[config.mk]
export PLATFORM = sky130hd
export DESIGN_NAME = event_stream_line_parser_core_flat
export DESIGN_NICKNAME = d
export VERILOG_FILES = /design/src/hw/rtl/esp_pkg.sv /design/src/hw/rtl/esp_if.sv /design/src/hw/rtl/esp_parser.sv /design/src/hw/rtl/esp_tok_fifo.sv /design/src/hw/rtl/event_stream_line_parser_core.sv /design/src/flat_wrapper.sv
export SDC_FILE = /design/constraint.sdc
export NUM_CORES = 1
export LEC_CHECK = 0
export BUFFER_PORTS_ARGS = -buffer_cell sky130_fd_sc_hd__buf_2
export CORE_MARGIN = 1.5
export CORE_UTILIZATION = 32
export CTS_CLUSTER_SIZE = 28
export DETAILED_ROUTE_END_ITERATION = 8
export HOLD_SLACK_MARGIN = 0.02
export PLACE_DENSITY = 0.49
export SLEW_MARGIN = 30
export SYNTH_ARGS = -nofsm -noshare
export SYNTH_HDL_FRONTEND = slang
export SYNTH_HIERARCHICAL = 1
export SYNTH_SLANG_ARGS = --single-unit
[constraint.sdc]
create_clock -name clk -period 4.03 [get_ports clk]
set_clock_uncertainty 0.05 [all_clocks]
set_input_delay 0.2015 -clock clk [delete_from_list [all_inputs] [get_ports clk]]
set_output_delay 0.2015 -clock clk [all_outputs]
set_load 0.01 [all_outputs]
[src/hw/rtl/esp_pkg.sv]
// shared types, constants and name tables for the event stream line parser
package esp_pkg;

	// token queue sizing (depth must be a power of two)
	localparam int TOK_FIFO_DEPTH = 4;
	localparam int TOK_PTR_W      = $clog2(TOK_FIFO_DEPTH);
	localparam int TOK_LVL_W      = $clog2(TOK_FIFO_DEPTH + 1);

	// input item kinds
	localparam logic ITEM_BYTE = 1'b0;
	localparam logic ITEM_EOS  = 1'b1;

	// stream characters
	localparam logic [7:0] CH_LF    = 8'h0a;
	localparam logic [7:0] CH_CR    = 8'h0d;
	localparam logic [7:0] CH_COLON = 8'h3a;
	localparam logic [7:0] CH_SPACE = 8'h20;

	// output token kinds
	typedef enum logic [2:0] {
		TK_TYPE_BEGIN = 3'd0,
		TK_TYPE_BYTE  = 3'd1,
		TK_DATA_BYTE  = 3'd2,
		TK_DATA_BREAK = 3'd3,
		TK_DISPATCH   = 3'd4
	} tok_kind_t;

	// line phase, one-hot
	typedef enum logic [6:0] {
		PH_START    = 7'b0000001,
		PH_NAME     = 7'b0000010,
		PH_SKIP     = 7'b0000100,
		PH_EV_FIRST = 7'b0001000,
		PH_EV       = 7'b0010000,
		PH_DA_FIRST = 7'b0100000,
		PH_DA       = 7'b1000000
	} phase_t;

	typedef struct packed {
		tok_kind_t   kind;
		logic [7:0]  data;
		logic        last;
	} tok_t;

	// token queue status toward the front end
	typedef struct packed {
		logic [TOK_LVL_W-1:0] level;
		logic                 room;
	} fifo_stat_t;

	// characters of the field name "event"
	function automatic logic [7:0] event_char(input logic [2:0] pos);
		logic [7:0] c;
		case (pos)
			3'd0: c = 8'h65;
			3'd1: c = 8'h76;
			3'd2: c = 8'h65;
			3'd3: c = 8'h6e;
			3'd4: c = 8'h74;
			default: c = 8'h00;
		endcase
		return c;
	endfunction

	// characters of the field name "data"
	function automatic logic [7:0] data_char(input logic [2:0] pos);
		logic [7:0] c;
		case (pos)
			3'd0: c = 8'h64;
			3'd1: c = 8'h61;
			3'd2: c = 8'h74;
			3'd3: c = 8'h61;
			default: c = 8'h00;
		endcase
		return c;
	endfunction

endpackage

[src/hw/rtl/esp_if.sv]
// valid/ready channel interfaces for stream items and tokens
interface esp_item_if;
	logic       valid;
	logic       ready;
	logic       item_kind;
	logic [7:0] byte_value;

	modport source(output valid, item_kind, byte_value, input ready);
	modport sink(input valid, item_kind, byte_value, output ready);
endinterface

interface esp_token_if;
	logic       valid;
	logic       ready;
	logic [2:0] token_kind;
	logic [7:0] token_byte;
	logic       last_of_item;

	modport source(output valid, token_kind, token_byte, last_of_item, input ready);
	modport sink(input valid, token_kind, token_byte, last_of_item, output ready);
endinterface

[src/hw/rtl/esp_parser.sv]
// line state and token generation for one stream item per cycle while adv is high
module esp_parser (
	input  logic          clk,
	input  logic          arst_n,
	input  logic          adv,
	input  logic          item_kind,
	input  logic [7:0]    byte_value,
	output logic [1:0]    push_n,
	output esp_pkg::tok_t tok0,
	output esp_pkg::tok_t tok1
);
	import esp_pkg::*;

	phase_t     phase_q, phase_d;
	logic [2:0] pos_q, pos_d;
	logic [1:0] cand_q, cand_d;
	logic       cr_q, cr_d;
	logic       pend_q, pend_d;
	logic       dseen_q, dseen_d;

	logic       nd_ev, nd_da;
	logic       ev_hit, da_hit;
	logic       emit_a, emit_disp;
	tok_kind_t  kind_a;
	logic [7:0] data_a;

	// name match against the current position
	assign nd_ev  = cand_q[0] && (pos_q == 3'd5);
	assign nd_da  = cand_q[1] && (pos_q == 3'd4);
	assign ev_hit = (pos_q < 3'd5) && (byte_value == event_char(pos_q));
	assign da_hit = (pos_q < 3'd4) && (byte_value == data_char(pos_q));

	// next state and up to two tokens
	always_comb begin
		phase_d   = phase_q;
		pos_d     = pos_q;
		cand_d    = cand_q;
		cr_d      = cr_q;
		pend_d    = pend_q;
		dseen_d   = dseen_q;
		emit_a    = 1'b0;
		kind_a    = TK_TYPE_BEGIN;
		data_a    = 8'h00;
		emit_disp = 1'b0;

		if (item_kind == ITEM_EOS) begin
			// flush an open name, then dispatch
			if (phase_q == PH_NAME) begin
				if (nd_ev) begin
					emit_a = 1'b1;
					kind_a = TK_TYPE_BEGIN;
				end else if (nd_da) begin
					emit_a = dseen_q;
					kind_a = TK_DATA_BREAK;
				end
			end
			emit_disp = pend_q || ((phase_q == PH_NAME) && (nd_ev || nd_da));
			pend_d    = 1'b0;
			dseen_d   = 1'b0;
			phase_d   = PH_START;
			pos_d     = 3'd0;
			cand_d    = 2'b00;
			cr_d      = 1'b0;
		end else if (cr_q && (byte_value == CH_LF)) begin
			// lf of a crlf pair
			cr_d = 1'b0;
		end else if (byte_value inside {CH_LF, CH_CR}) begin
			// line end
			cr_d = (byte_value == CH_CR);
			if (phase_q == PH_START) begin
				emit_disp = pend_q;
				pend_d    = 1'b0;
				dseen_d   = 1'b0;
			end else if (phase_q == PH_NAME) begin
				if (nd_ev) begin
					emit_a = 1'b1;
					kind_a = TK_TYPE_BEGIN;
					pend_d = 1'b1;
				end else if (nd_da) begin
					emit_a  = dseen_q;
					kind_a  = TK_DATA_BREAK;
					dseen_d = 1'b1;
					pend_d  = 1'b1;
				end
			end
			phase_d = PH_START;
			pos_d   = 3'd0;
			cand_d  = 2'b00;
		end else begin
			cr_d = 1'b0;
			case (phase_q)
				PH_START: begin
					if (byte_value == CH_COLON) begin
						phase_d = PH_SKIP;
					end else begin
						phase_d = PH_NAME;
						pos_d   = 3'd1;
						cand_d  = {byte_value == data_char(3'd0),
							byte_value == event_char(3'd0)};
					end
				end
				PH_NAME: begin
					if (byte_value == CH_COLON) begin
						if (nd_ev) begin
							emit_a  = 1'b1;
							kind_a  = TK_TYPE_BEGIN;
							pend_d  = 1'b1;
							phase_d = PH_EV_FIRST;
						end else if (nd_da) begin
							emit_a  = dseen_q;
							kind_a  = TK_DATA_BREAK;
							dseen_d = 1'b1;
							pend_d  = 1'b1;
							phase_d = PH_DA_FIRST;
						end else begin
							phase_d = PH_SKIP;
						end
					end else begin
						cand_d = cand_q & {da_hit, ev_hit};
						pos_d  = (pos_q == 3'd7) ? pos_q : pos_q + 3'd1;
					end
				end
				PH_EV_FIRST: begin
					phase_d = PH_EV;
					emit_a  = (byte_value != CH_SPACE);
					kind_a  = TK_TYPE_BYTE;
					data_a  = byte_value;
				end
				PH_EV: begin
					emit_a = 1'b1;
					kind_a = TK_TYPE_BYTE;
					data_a = byte_value;
				end
				PH_DA_FIRST: begin
					phase_d = PH_DA;
					emit_a  = (byte_value != CH_SPACE);
					kind_a  = TK_DATA_BYTE;
					data_a  = byte_value;
				end
				PH_DA: begin
					emit_a = 1'b1;
					kind_a = TK_DATA_BYTE;
					data_a = byte_value;
				end
				default: begin
				end
			endcase
		end
	end

	// pack tokens into slots, last flag on the final one
	always_comb begin
		tok0   = '{kind: TK_TYPE_BEGIN, data: 8'h00, last: 1'b0};
		tok1   = '{kind: TK_TYPE_BEGIN, data: 8'h00, last: 1'b0};
		push_n = 2'd0;
		if (emit_a) begin
			tok0 = '{kind: kind_a, data: data_a, last: !emit_disp};
			if (emit_disp) begin
				tok1   = '{kind: TK_DISPATCH, data: 8'h00, last: 1'b1};
				push_n = 2'd2;
			end else begin
				push_n = 2'd1;
			end
		end else if (emit_disp) begin
			tok0   = '{kind: TK_DISPATCH, data: 8'h00, last: 1'b1};
			push_n = 2'd1;
		end
		if (!adv) begin
			push_n = 2'd0;
		end
	end

	// state registers
	always_ff @(posedge clk or negedge arst_n) begin
		if (!arst_n) begin
			phase_q <= PH_START;
			pos_q   <= 3'd0;
			cand_q  <= 2'b00;
			cr_q    <= 1'b0;
			pend_q  <= 1'b0;
			dseen_q <= 1'b0;
		end else if (adv) begin
			phase_q <= phase_d;
			pos_q   <= pos_d;
			cand_q  <= cand_d;
			cr_q    <= cr_d;
			pend_q  <= pend_d;
			dseen_q <= dseen_d;
		end
	end

endmodule

[src/hw/rtl/esp_tok_fifo.sv]
// small token queue taking up to two tokens per cycle and giving one while the sink is ready
module esp_tok_fifo (
	input  logic                clk,
	input  logic                arst_n,
	input  logic [1:0]          push_n,
	input  esp_pkg::tok_t       tok0,
	input  esp_pkg::tok_t       tok1,
	esp_token_if.source         token,
	output esp_pkg::fifo_stat_t stat
);
	import esp_pkg::*;

	localparam logic [TOK_LVL_W-1:0] ROOM_MAX = TOK_LVL_W'(TOK_FIFO_DEPTH - 2);

	tok_t                 mem_q [TOK_FIFO_DEPTH];
	logic [TOK_PTR_W-1:0] wr_ptr_q;
	logic [TOK_PTR_W-1:0] rd_ptr_q;
	logic [TOK_LVL_W-1:0] level_q;
	logic                 pop;
	tok_t                 head;

	// head of queue to the output channel
	assign pop                = token.valid && token.ready;
	assign head               = mem_q[rd_ptr_q];
	assign token.valid        = (level_q != '0);
	assign token.token_kind   = head.kind;
	assign token.token_byte   = head.data;
	assign token.last_of_item = head.last;

	assign stat.level = level_q;
	assign stat.room  = (level_q <= ROOM_MAX);

	// storage
	always_ff @(posedge clk) begin
		if (push_n != 2'd0) begin
			mem_q[wr_ptr_q] <= tok0;
		end
		if (push_n == 2'd2) begin
			mem_q[wr_ptr_q + TOK_PTR_W'(1)] <= tok1;
		end
	end

	// pointers and fill level
	always_ff @(posedge clk or negedge arst_n) begin
		if (!arst_n) begin
			wr_ptr_q <= '0;
			rd_ptr_q <= '0;
			level_q  <= '0;
		end else begin
			wr_ptr_q <= wr_ptr_q + TOK_PTR_W'(push_n);
			rd_ptr_q <= rd_ptr_q + TOK_PTR_W'(pop);
			level_q  <= level_q + TOK_LVL_W'(push_n) - TOK_LVL_W'(pop);
		end
	end

endmodule

[src/hw/rtl/event_stream_line_parser_core.sv]
// top level of the event stream line parser
// Takes one stream byte or end-of-stream request per cycle and turns it into
// tokens: type begin, type bytes, data bytes, data line breaks and dispatch.
// A request is registered, parsed against the line state while it is held in
// that register, and its tokens (one at most for a byte, two at most for end
// of stream) enter a four-entry token queue, whose head drives the token
// output. Sustained rate is one request per cycle; the input stalls only
// while the token queue holds more than two tokens, which happens when the
// token sink holds off or end-of-stream requests come faster than their two
// tokens drain.
module event_stream_line_parser_core (
	input  logic        clk,
	input  logic        arst_n,
	esp_item_if.sink    item,
	esp_token_if.source token
);
	import esp_pkg::*;

	logic       item_valid_s1;
	logic       item_kind_s1;
	logic [7:0] byte_value_s1;
	logic       adv;
	logic [1:0] push_n;
	tok_t       tok0, tok1;
	fifo_stat_t stat;

	// input register
	assign adv        = item_valid_s1 && stat.room;
	assign item.ready = !item_valid_s1 || adv;

	always_ff @(posedge clk or negedge arst_n) begin
		if (!arst_n) begin
			item_valid_s1 <= 1'b0;
		end else if (item.ready) begin
			item_valid_s1 <= item.valid;
		end
	end

	always_ff @(posedge clk) begin
		if (item.valid && item.ready) begin
			item_kind_s1  <= item.item_kind;
			byte_value_s1 <= item.byte_value;
		end
	end

	// line parser
	esp_parser u_parser (
		.clk       (clk),
		.arst_n    (arst_n),
		.adv       (adv),
		.item_kind (item_kind_s1),
		.byte_value(byte_value_s1),
		.push_n    (push_n),
		.tok0      (tok0),
		.tok1      (tok1)
	);

	// token queue
	esp_tok_fifo u_fifo (
		.clk   (clk),
		.arst_n(arst_n),
		.push_n(push_n),
		.tok0  (tok0),
		.tok1  (tok1),
		.token (token),
		.stat  (stat)
	);

	// a stream byte never yields more than one token
	a_byte_one_token: assert property (@(posedge clk) disable iff (!arst_n)
		(adv && (item_kind_s1 == ITEM_BYTE)) |-> (push_n != 2'd2))
		else $error("byte request produced two tokens");

	// the last pushed token of a request carries the last flag, and only it
	a_last_flag: assert property (@(posedge clk) disable iff (!arst_n)
		(push_n != 2'd0) |->
		((push_n == 2'd1 && tok0.last) || (push_n == 2'd2 && !tok0.last && tok1.last)))
		else $error("last flag misplaced on pushed tokens");

	// the token queue never overflows
	a_no_overflow: assert property (@(posedge clk) disable iff (!arst_n)
		stat.level <= TOK_LVL_W'(TOK_FIFO_DEPTH))
		else $error("token queue overflow");

endmodule

[src/flat_wrapper.sv]
// flat-port wrapper written by rule: the top's interface ports become plain ports
module event_stream_line_parser_core_flat import esp_pkg::*;
  (clk, arst_n, item_valid, item_item_kind, item_byte_value, item_ready, token_valid, token_token_kind, token_token_byte, token_last_of_item, token_ready);
  esp_item_if item_i ();
  esp_token_if token_i ();
  input  logic clk;
  input  logic arst_n;
  input wire logic [$bits(item_i.valid)-1:0] item_valid;
  input wire logic [$bits(item_i.item_kind)-1:0] item_item_kind;
  input wire logic [$bits(item_i.byte_value)-1:0] item_byte_value;
  output wire logic [$bits(item_i.ready)-1:0] item_ready;
  output wire logic [$bits(token_i.valid)-1:0] token_valid;
  output wire logic [$bits(token_i.token_kind)-1:0] token_token_kind;
  output wire logic [$bits(token_i.token_byte)-1:0] token_token_byte;
  output wire logic [$bits(token_i.last_of_item)-1:0] token_last_of_item;
  input wire logic [$bits(token_i.ready)-1:0] token_ready;
  assign item_i.valid = item_valid;
  assign item_i.item_kind = item_item_kind;
  assign item_i.byte_value = item_byte_value;
  assign item_ready = item_i.ready;
  assign token_valid = token_i.valid;
  assign token_token_kind = token_i.token_kind;
  assign token_token_byte = token_i.token_byte;
  assign token_last_of_item = token_i.last_of_item;
  assign token_i.ready = token_ready;
  event_stream_line_parser_core u_core (.clk(clk), .arst_n(arst_n), .item(item_i), .token(token_i));
endmodule
# Yosys cells after proc, flatten, opt, wreduce, memory -nomap -nowiden
# Memory sizes are Yosys's and may differ from the RTL's.
# Cells that the tools add are included.
op_classes:
  add_sub_neg: 6
  n_lt_le_gt_ge: 3
  eq_ne: 26
  n_mux: 81
  bitwise: 1
  n_reduce_logical: 34
op_table:
  columns: ["operator", "n"]
  rows:
  - ["$pmux W7 S4", 2]
  - ["$mux W1", 38]
  - ["$mux W12", 3]
  - ["$mux W3", 12]
  - ["$mux W8", 4]
  - ["$mux W7", 4]
  - ["$mux W2", 11]
  - ["$pmux W7 S3", 1]
  - ["$eq A8 B4 Y1 const B", 2]
  - ["$eq A8 B7 Y1 const B", 2]
  - ["$eq A8 B8 Y1", 2]
  - ["$mux W6", 2]
  - ["$ne A4 B3 Y1 const B", 3]
  - ["$reduce_bool A3 Y1", 4]
  - ["$reduce_or A2 Y1", 6]
  - ["$reduce_and A5 Y1", 2]
  - ["$eq A3 B3 Y1 const B", 3]
  - ["$logic_and A1 B1 Y1", 9]
  - ["$pmux W3 S3", 1]
  - ["$eq A8 B6 Y1 const B", 1]
  - ["$ne A8 B6 Y1 const B", 1]
  - ["$eq A7 B1 Y1 const B", 1]
  - ["$eq A7 B2 Y1 const B", 1]
  - ["$eq A7 B4 Y1 const B", 1]
  - ["29 further kinds", 35]
totals:
  reg_bits: 32
  ram_bits: 48
  output_inout_bits: 14
  elab_cells: 164
  n_memories: 1
mem_list:
  columns: ["name", "words", "width", "rd", "rd_clocked_by_memory_dff", "write_ports", "line", "source"]
  rows:
  - ["u_core.u_fifo.mem_q", 4, 12, 1, 0, 2, "esp_tok_fifo.sv:15", "tok_t mem_q [TOK_FIFO_DEPTH];"]

# Depth between registers and ports, before layout
# Gate-level depths: netlist (run 1).
logic_depth:
  ltp_word: 14
  depth_mapped: 16

# Hierarchy
# The synthesis (run 1) kept the hierarchy.
by_module_without_submodules:
  columns: ["module", "instances", "cells_each", "area_per_inst_um2", "seq_area_each_um2"]
  rows:
  - ["esp_tok_fifo", 1, 155, 2812.7, 1616.6]
  - ["esp_parser", 1, 214, 1662.8, 376.6]
  - ["event_stream_line_parser_core", 1, 14, 330.3, 295.3]

# Worst setup path after synthesis (run 1)
# Ideal clock, no wire load.
synth_path:
  path_kind: "register to register"
  startpoint: "register u_core.u_parser.phase_q[3]"
  endpoint: "memory u_core/u_fifo/mem_q[0][0] in the netlist's numbering (enable)"
  setup_time_ns: 0.425
  arrival_ns: 3.825
  required_time_ns: 3.555
  slack_ns: -0.270
  path_stages_with_launch: 13
  path_buffers: 2
  path_cell_list: "dfrtp_1 > buf_6 > nor4_4 > and3_1 > buf_2 > nand2_1 > a2111oi_0 > a21oi_1 > inv_1 > ha_1 > and2_1 > inv_1 > o311ai_0"
synth_rtl:
  columns: ["element", "line", "source"]
  rows:
  - ["start, declared", "esp_parser.sv:14", "phase_t phase_q, phase_d;"]
  - ["start signal, assigned", "esp_parser.sv:183", "phase_q <= phase_d;"]
  - ["end, declared", "esp_tok_fifo.sv:15", null]

# Final worst setup path (run 1)
layout_path:
  startpoint: "register u_core.u_parser.phase_q[3]"
  endpoint: "register u_core.u_fifo.level_q[2]"
layout_via:
  elab_chain_cells: 10
  elab_cells_between_ends: 26
  cone_classes: "add/sub: 2; eq/ne: 6; mux: 14; reduce/logical: 4"
layout_rtl:
  columns: ["element", "line", "source"]
  rows:
  - ["$eq A7 B7 Y1, or another cell as far along", "esp_parser.sv:91", "case (phase_q)"]
  - ["$reduce_or A2 Y1 (no line), or another cell as far along", null, null]
  - ["$pmux W1 S3, or another cell as far along", "esp_parser.sv:91", null]
  - ["$mux W1 (on tied branches)", "esp_parser.sv:67, esp_parser.sv:64", null]
  - ["$mux W1 (on tied branches)", "esp_parser.sv:64, esp_parser.sv:46", null]
  - ["$mux W1 / $mux W2 (equally long branches)", "esp_parser.sv:46, esp_parser.sv:158", null]
  - ["$mux W2 *", "esp_parser.sv:156", "if (emit_a) begin"]
  - ["$mux W2 *", "esp_parser.sv:168", "if (!adv) begin"]
  - ["named net u_core.push_n[1]", "event_stream_line_parser_core.sv:23", "logic [1:0] push_n;"]
  - ["$add A3 B2 Y3 *", "esp_tok_fifo.sv:52", "level_q <= level_q + TOK_LVL_W'(push_n) - TOK_LVL_W'(pop);"]
  - ["$sub A3 B1 Y3 *", "esp_tok_fifo.sv:52", null]
  - ["end signal, assigned", "esp_tok_fifo.sv:52", null]
  - ["end, declared", "esp_tok_fifo.sv:18", "logic [TOK_LVL_W-1:0] level_q;"]
# Mark *: on every way through the listed nets, which the timed path passes. The rest lies on a longest branch.
# A chain may end at the register's enable or synchronous reset.

==> results of run 1 <==
[cell families after synthesis]
kind of cell | after synthesis | synth area share, %
muxes | 63 | 18.3
and+or+nand+nor | 109 | 14.2
other | 1 | 0.0780
buffers and inverters | 49 | 5.94
DFF | 80 | 47.6
adders and majority gates | 12 | 3.28
xor gates and xnor gates | 14 | 2.55
AOI/OAI and AO/OA | 55 | 8.02
[worst max-delay path, delay by kind of cell, from the launching register on]
kind | cells | cell delay, ps
compound gates | 2 | 530
buf+inv | 3 | 260
flops | 1 | 480
simple gates | 4 | 990
xor+xnor | 2 | 370
fa+ha+maj | 3 | 960
[area by class of cell]
class	count	area [sq um]
flip-flops and latches	80	2290
clock buffers	9	225
multi-input cells	263	2290
well taps	184	230
inverters	14	52.6
repair buffers	55	388
clock inverters	6	116
fillers	1405	9000
[metal layers]
metal  up-vias  global-route usage, %  wire, microns
li1       1501                      -              -
met2        68                   23.1           5150
met3        12                   4.19            378
met1      1557                   17.9           4950
met5         -                      0              0
met4         0                   4.21            160
[path summary, 6_finish.rpt]
check | slack, ps | from | end | cells after the start
worst min-delay path | 120 | token_ready | u_core/u_fifo/rd_ptr_q[0] | 3
worst min register to register | 480 | u_core/u_parser/phase_q[0] | u_core/u_parser/phase_q[0] | 2
worst max-delay path | 320 | u_core/u_parser/phase_q[3] | u_core/u_fifo/level_q[2] | 14
min in group asynchronous | 350 | arst_n | u_core/u_parser/cr_q | 2
max in group asynchronous | 3150 | arst_n | u_core/u_fifo/rd_ptr_q[0] | 2
worst max register to register | 320 | u_core/u_parser/phase_q[3] | u_core/u_fifo/level_q[2] | 14
[where the power goes]
part | internal, mW | switching, mW | total (mW) | leakage [nW]
registers | 0.996 | 0.219 | 1.21 | 0.796
clock network | 0.606 | 0.332 | 0.938 | 0.166
logic | 0.478 | 0.483 | 0.961 | 1.20
total | 2.08 | 1.03 | 3.11 | 2.16
[synth_stat cells, types with 2 or more instances]
library cell	n	area, sq um
nand4_1	3	18.8
nor4_1	5	31.3
buf_4	15	113
a311o_1	2	20.0
nand3_1	14	70.1
nand2_1	18	67.6
nand2b_1	5	31.3
buf_2	12	60.1
inv_1	14	52.6
mux2i_1	2	20.0
nor3b_1	3	22.5
nor3_1	6	30.0
mux4_2	12	270
dfrtp_1	22	551
nor4b_1	2	17.5
xor2_1	6	52.6
and4bb_1	2	25.0
xnor2_1	8	70.1
o211ai_1	3	22.5
nor2_1	16	60.1
and2_1	11	68.8
o311ai_0	2	17.5
clkbuf_1	4	15.0
or3_1	2	12.5
and3_1	4	25.0
mux2_4	10	150
buf_6	4	45.0
mux2_2	21	236
mux2_1	18	203
o31ai_1	2	15.0
o21ai_0	12	60.1
ha_1	11	138
a32o_1	5	50.1
o21a_1	2	15.0
edfxtp_1	57	1710
a21oi_1	14	70.1
[flip-flops by register name, summed over array words and instances, names as in the netlist]
| name | cells |
|---|---|
| u_core/item_kind_s1 | 1 |
| u_core/u_fifo/rd_ptr_q | 2 |
| u_core/u_fifo/wr_ptr_q | 2 |
| u_core/u_parser/pos_q | 3 |
| u_core/u_parser/cand_q | 2 |
| u_core/u_parser/phase_q | 7 |
| u_core/u_fifo/mem_q | 48 |
| u_core/u_fifo/level_q | 3 |
| u_core/u_parser/cr_q | 1 |
| u_core/u_parser/pend_q | 1 |
| u_core/u_parser/dseen_q | 1 |
| u_core/byte_value_s1 | 8 |
| u_core/item_valid_s1 | 1 |
[repair_timing]
item	in CTS	in global routing
setup endpoints to repair	0	32
hold buffers	11	0
hold endpoints to repair	32	0
gates resized for setup	0	5
[per-stage QoR]
step                      setup WS [ps]  utilization, %  area (sq um)  hold slack, ps
final                               322            38.3          5590             115
after detailed placement            174            35.1          5120             194
after CTS                           140            38.2          5570             109
after global placement              316            35.1          5120             190
after global routing               61.6            38.3          5590             127
after floorplan                     241               -          4840            -144
==> impl_metrics.py, run 1 <==
metrics = {
    "critical_path": {
        "critPathMaxStageDelay_ps": 480,
        "crit_chain": "nor4_4, and3_1, nand2_1, a2111oi_2, a21oi_1, inv_1, ha_2, and2_1, inv_1, ha_1, inv_1, fa_1, xnor2_1, xnor2_1",
        "crit_top_cell": "inv_1",
        "path_class": "flip-flop to flip-flop",
        "crit_fanout": 9,
        "cpMaxStageDelayCell": "dfrtp_1",
        "crit_required_ps": 4240,
        "crit_path_start_kind": "flip-flop",
        "endpoint_kind": "flip-flop",
        "worstPathArrival_ps": 3920,
    },
    "logic_synthesis": {
        "synth_edf_count": 57,
        "synthFlopType": "edfxtp_1",
        "synth-seq-cells": 80,
        "async_flop_share_pct": 28.7,
        "syn_area_sq_mm": 0.00481,
        "yosysWarnings": 6,
        "ys_seq_area_share_pct": 47.6,
        "ys_types": 70,
        "syn_avg_cell_area_sq_um": 12.5,
        "postSynthCellCount": 383,
    },
    "global_route": {
        "grt_pass1_vias": 3220,
        "grt_pass1_wl_microns": 17200,
        "grt_max_degree": 24,
        "grt_usage_pct": 14.1,
        "gr-total-overflow": 0,
        "antenna_found_initial": 0,
    },
    "routing": {
        "vias": 3138,
        "drt_first_pass_iters": 4,
        "via_per_inst": 5.14,
        "drc": 0,
        "wl_per_cell_microns": 17.4,
        "wirelength_microns": 10600,
        "drtIter0Drc": 160,
        "antenna_left": 0,
    },
    "cells_and_area": {
        "nNetsFinal": 448,
        "diodes": 0,
        "drive_gt1_share_pct": 28.8,
        "mostFrequentLayoutCell": "edfxtp_1",
        "area_delta_synth_final_pct": 16.3,
        "fin_cells": 611,
        "layout_common_cells": "edfxtp_1, buf_2, dfrtp_1, mux2_2",
    },
    "timing": {
        "final.period_utilization_pct": 92.0,
        "finalHoldViolCount": 0,
        "grt_setup_unrepaired": "false",
        "fin_setup_tns_ps": 0,
        "worst-slew-pin-transition_ps": 677,
        "drv_slew": 0,
        "finalSetupViolations": 0,
        "slew_headroom_pct": 54.9,
        "period_needed_ps": 3710,
        "fmax_mhz": 270,
    },
    "clock_tree": {
        "cts_buffers": 9,
        "clk_latency_ps": 340,
        "cts_setup_buffers": 0,
        "ctsLongestPathBuffers": 2,
        "clk_pin_slew_ps": 60,
        "htree_num_levels": 3,
        "clock_sinks": 80,
        "cts_tree": "yes",
        "cts-root-buf": "clkbuf_16",
    },
    "run": {
        "max_cap_violations": 0,
    },
    "die": {
        "dieArea_sq_mm": 0.0158,
        "rows": 44,
        "fp.coreArea_sq_mm": 0.0146,
        "initial_utilization_pct": 32.9,
        "io_pins": 27,
        "die_w_microns": 126,
        "die_h_microns": 126,
    },
    "place": {
        "dp_hpwl_microns": 7280,
        "port_buffers": 26,
        "finalWeightedCongestion": 0.763,
        "placed_cells_incl_taps": 585,
    },
    "run_status": {
        "status": "finished clean",
    },
    "pwr": {
        "static-leakage-power_nw": 2.16,
        "finalPower_mw": 3.11,
        "power.density_mw_per_mm2": 557,
        "ir_drop_v": 0.000453,
    },
    "min_path": {
        "hold_class": "input pin to flip-flop",
    },
}
No activity file was read; power rests on OpenSTA's default activity.
==> run 2, diff against run 1 <==
--- a/config.mk
+++ b/config.mk
@@ -7,11 +7,11 @@
 export LEC_CHECK = 0
 export BUFFER_PORTS_ARGS = -buffer_cell sky130_fd_sc_hd__buf_2
 export CORE_MARGIN = 1.5
-export CORE_UTILIZATION = 32
+export CORE_UTILIZATION = 40
 export CTS_CLUSTER_SIZE = 28
 export DETAILED_ROUTE_END_ITERATION = 8
 export HOLD_SLACK_MARGIN = 0.02
-export PLACE_DENSITY = 0.49
+export PLACE_DENSITY = 0.58
 export SLEW_MARGIN = 30
 export SYNTH_ARGS = -nofsm -noshare
 export SYNTH_HDL_FRONTEND = slang
==> run 2 against run 1 <==
Against the previous run: via count shrank 1.4%; non-clock buffer count shrank 2; count of clock-buffer cells in the layout grew 2; combinational power is essentially flat; flip-flop and latch count is the same; routed wire length shrank 4.5%; register-to-register slack gained 60 ps; cell count shrank 6.9%; global-route usage grew 3.0 points; sequential share of layout area grew 0.76 points; die area shrank 20%; setup slack gained 56 ps; largest power group unchanged.
==> impl_metrics.py, run 2 (synthesis gave the netlist of run 1 again) <==
metrics = {
    "run_status": {
        "status": "finished clean",
    },
    "cells_and_area": {
        "diodes": 0,
        "reg_top3": "u_core/u_fifo/mem_q: 48 flops, u_core/byte_value_s1: 8 flops, u_core/u_parser/phase_q: 7 flops",
        "multiInputGateArea_sq_mm": 0.00228,
        "drive_gt1_share_pct": 27.5,
        "top_register": "u_core/u_fifo/mem_q",
        "layout_common_cells": "edfxtp_1, buf_2, dfrtp_1, mux2_2",
        "fill_cells": 1001,
        "regArea_sq_mm": 0.00229,
        "fin_cells": 569,
        "largest_reg_flops": 48,
        "nNetsFinal": 446,
        "mostFrequentLayoutCell": "edfxtp_1",
        "area_delta_synth_final_pct": 14.2,
    },
    "critical_path": {
        "worstPathArrival_ps": 3860,
        "cpMaxStageDelayCell": "edfxtp_1",
        "crit_start": "u_core/byte_value_s1[4]",
        "endpoint_kind": "flip-flop",
        "crit_top_cell": "inv_1",
        "path_class": "flip-flop to flip-flop",
        "critPathMaxStageDelay_ps": 530,
        "crit_fanout": 11,
        "crit_path_start_kind": "flip-flop",
        "regToRegStartpoint": "u_core/byte_value_s1[4]",
        "crit_required_ps": 4240,
        "crit_chain": "nor4_1, a31o_2, a21oi_1, a2111oi_0, a21oi_1, inv_1, ha_1, and2_2, inv_1, ha_1, inv_1, fa_1, xnor2_1, xnor2_1",
    },
    "pwr": {
        "finalPower_mw": 3.04,
        "static-leakage-power_nw": 2.14,
        "p_sw_mw": 1.02,
        "p_seq_share_pct": 39.9,
        "ir_drop_v": 0.000369,
        "power.density_mw_per_mm2": 554,
        "clockPowerShare_pct": 28.5,
        "p_int_mw": 2.02,
        "combPwrFrac_pct": 31.6,
        "switching_share_pct": 33.5,
    },
    "global_route": {
        "gr-max-usage-layer": "met2",
        "use_met1_pct": 21.6,
        "grt_max_degree": 24,
        "met3_usage_pct": 3.89,
        "met2_usage_pct": 29.3,
        "grt_pass1_vias": 3189,
        "grt_usage_pct": 17.1,
        "antenna_found_initial": 0,
        "grt_pass1_wl_microns": 16600,
        "gr-total-overflow": 0,
    },
    "routing": {
        "vias": 3093,
        "drc": 0,
        "drtIter0Drc": 168,
        "drt_first_pass_iters": 4,
        "wl_per_cell_microns": 17.9,
        "wirelength_microns": 10200,
        "via_per_inst": 5.44,
        "antenna_left": 0,
    },
    "run": {
        "max_cap_violations": 0,
    },
    "clock_tree": {
        "htree_num_levels": 3,
        "clk_pin_slew_ps": 60,
        "clock_sinks": 80,
        "clk_latency_ps": 330,
        "cts_tree": "yes",
        "ctsLongestPathBuffers": 2,
        "cts_buffers": 9,
        "cts-root-buf": "clkbuf_16",
    },
    "timing": {
        "grt_setup_unrepaired": "false",
        "drv_slew": 0,
        "fin_setup_tns_ps": 0,
        "final.period_utilization_pct": 90.6,
        "worst-slew-pin-transition_ps": 620,
        "slew_headroom_pct": 58.7,
        "setup_slack_ps": 378,
        "fmax_mhz": 274,
        "finalSetupViolations": 0,
        "finalHoldViolCount": 0,
        "period_needed_ps": 3650,
        "timing.hold.ws_ps": 119,
    },
    "die": {
        "fp.coreArea_sq_mm": 0.0116,
        "die_h_microns": 113,
        "rows": 39,
        "io_pins": 27,
        "dieArea_sq_mm": 0.0127,
        "initial_utilization_pct": 41.6,
        "die_w_microns": 113,
    },
    "place": {
        "place_ws_ps": 333,
        "finalWeightedCongestion": 0.831,
        "placed_cells_incl_taps": 542,
        "dp_hpwl_microns": 6960,
        "port_buffers": 26,
    },
    "min_path": {
        "hold_start": "token_ready",
        "hold_class": "input pin to flip-flop",
    },
}
-- run 2: cell count changes in the layout (fill, tap and decap cells not counted), moves of 2 or more --
| cell | before | now |
|---|---|---|
| buf_4 | 17 | 15 |
| clkbuf_1 | 0 | 2 |
| ha_1 | 9 | 11 |
| ha_2 | 2 | 0 |
-- run 2: power groups by stage --
stage	clock (mW)	sequential, mW	combinational (mW)
6_report	0.865	1.21	0.960
5_1_grt	0.917	1.25	1.06
4_1_cts	0.886	1.22	0.963
3_5_place_dp	0	1.23	0.948
3_3_place_gp	0	1.23	0.950
2_1_floorplan	0	1.08	0.845
-- run 2: worst paths after layout --
| path | slack (ps) | depth (start not counted) | to |
|---|---|---|---|
| hold reg to reg | 470 | 2 | u_core/u_parser/pend_q |
| setup reg to reg | 380 | 14 | u_core/u_fifo/level_q[2] |
| min in group asynchronous | 330 | 2 | u_core/u_parser/pos_q[0] |
| max in group asynchronous | 3210 | 2 | u_core/u_fifo/rd_ptr_q[0] |
| setup / recovery | 380 | 14 | u_core/u_fifo/level_q[2] |
| hold / removal | 120 | 3 | u_core/u_fifo/rd_ptr_q[0] |
-- run 2: what timing repair did --
item,4_1_cts,5_1_grt
hold endpoints to repair,32,0
setup buffers,0,0
resized for setup,0,2
endpoints found under the setup margin,0,1
hold buffers,11,0
-- run 2: per-stage QoR --
stage,util (%),instance area [sq um]
6_report,47.5,5490
3_5_place_dp,43.7,5060
5_1_grt,47.5,5490
2_1_floorplan,-,4840
4_1_cts,47.4,5480
3_3_place_gp,43.7,5060
-- run 2: worst max-delay path, delay by kind of cell (launching register included) --
kind            cells  cell delay, ps
compound gates      4             760
flops               1             530
simple gates        2             700
xor+xnor            2             340
fa+ha+maj           3             980
buf+inv             3             210
-- run 2: final cells by class --
cell class                 instances  share of cell area (%)
clock buffer                      11                    4.24
timing repair buffer              53                    6.79
sequential                        80                    41.7
tap                              143                    3.26
multi-input combinational        263                    41.5
inverter                          14                   0.957
clock inverter                     5                    1.50
-- run 2: per-layer routing --
layer  vias to the layer above  part of all wire, %
met1                      1518                   46
met2                        68                   50
li1                       1500                    -
met5                         -                    0
met3                         7                  3.7
met4                         0                 0.98
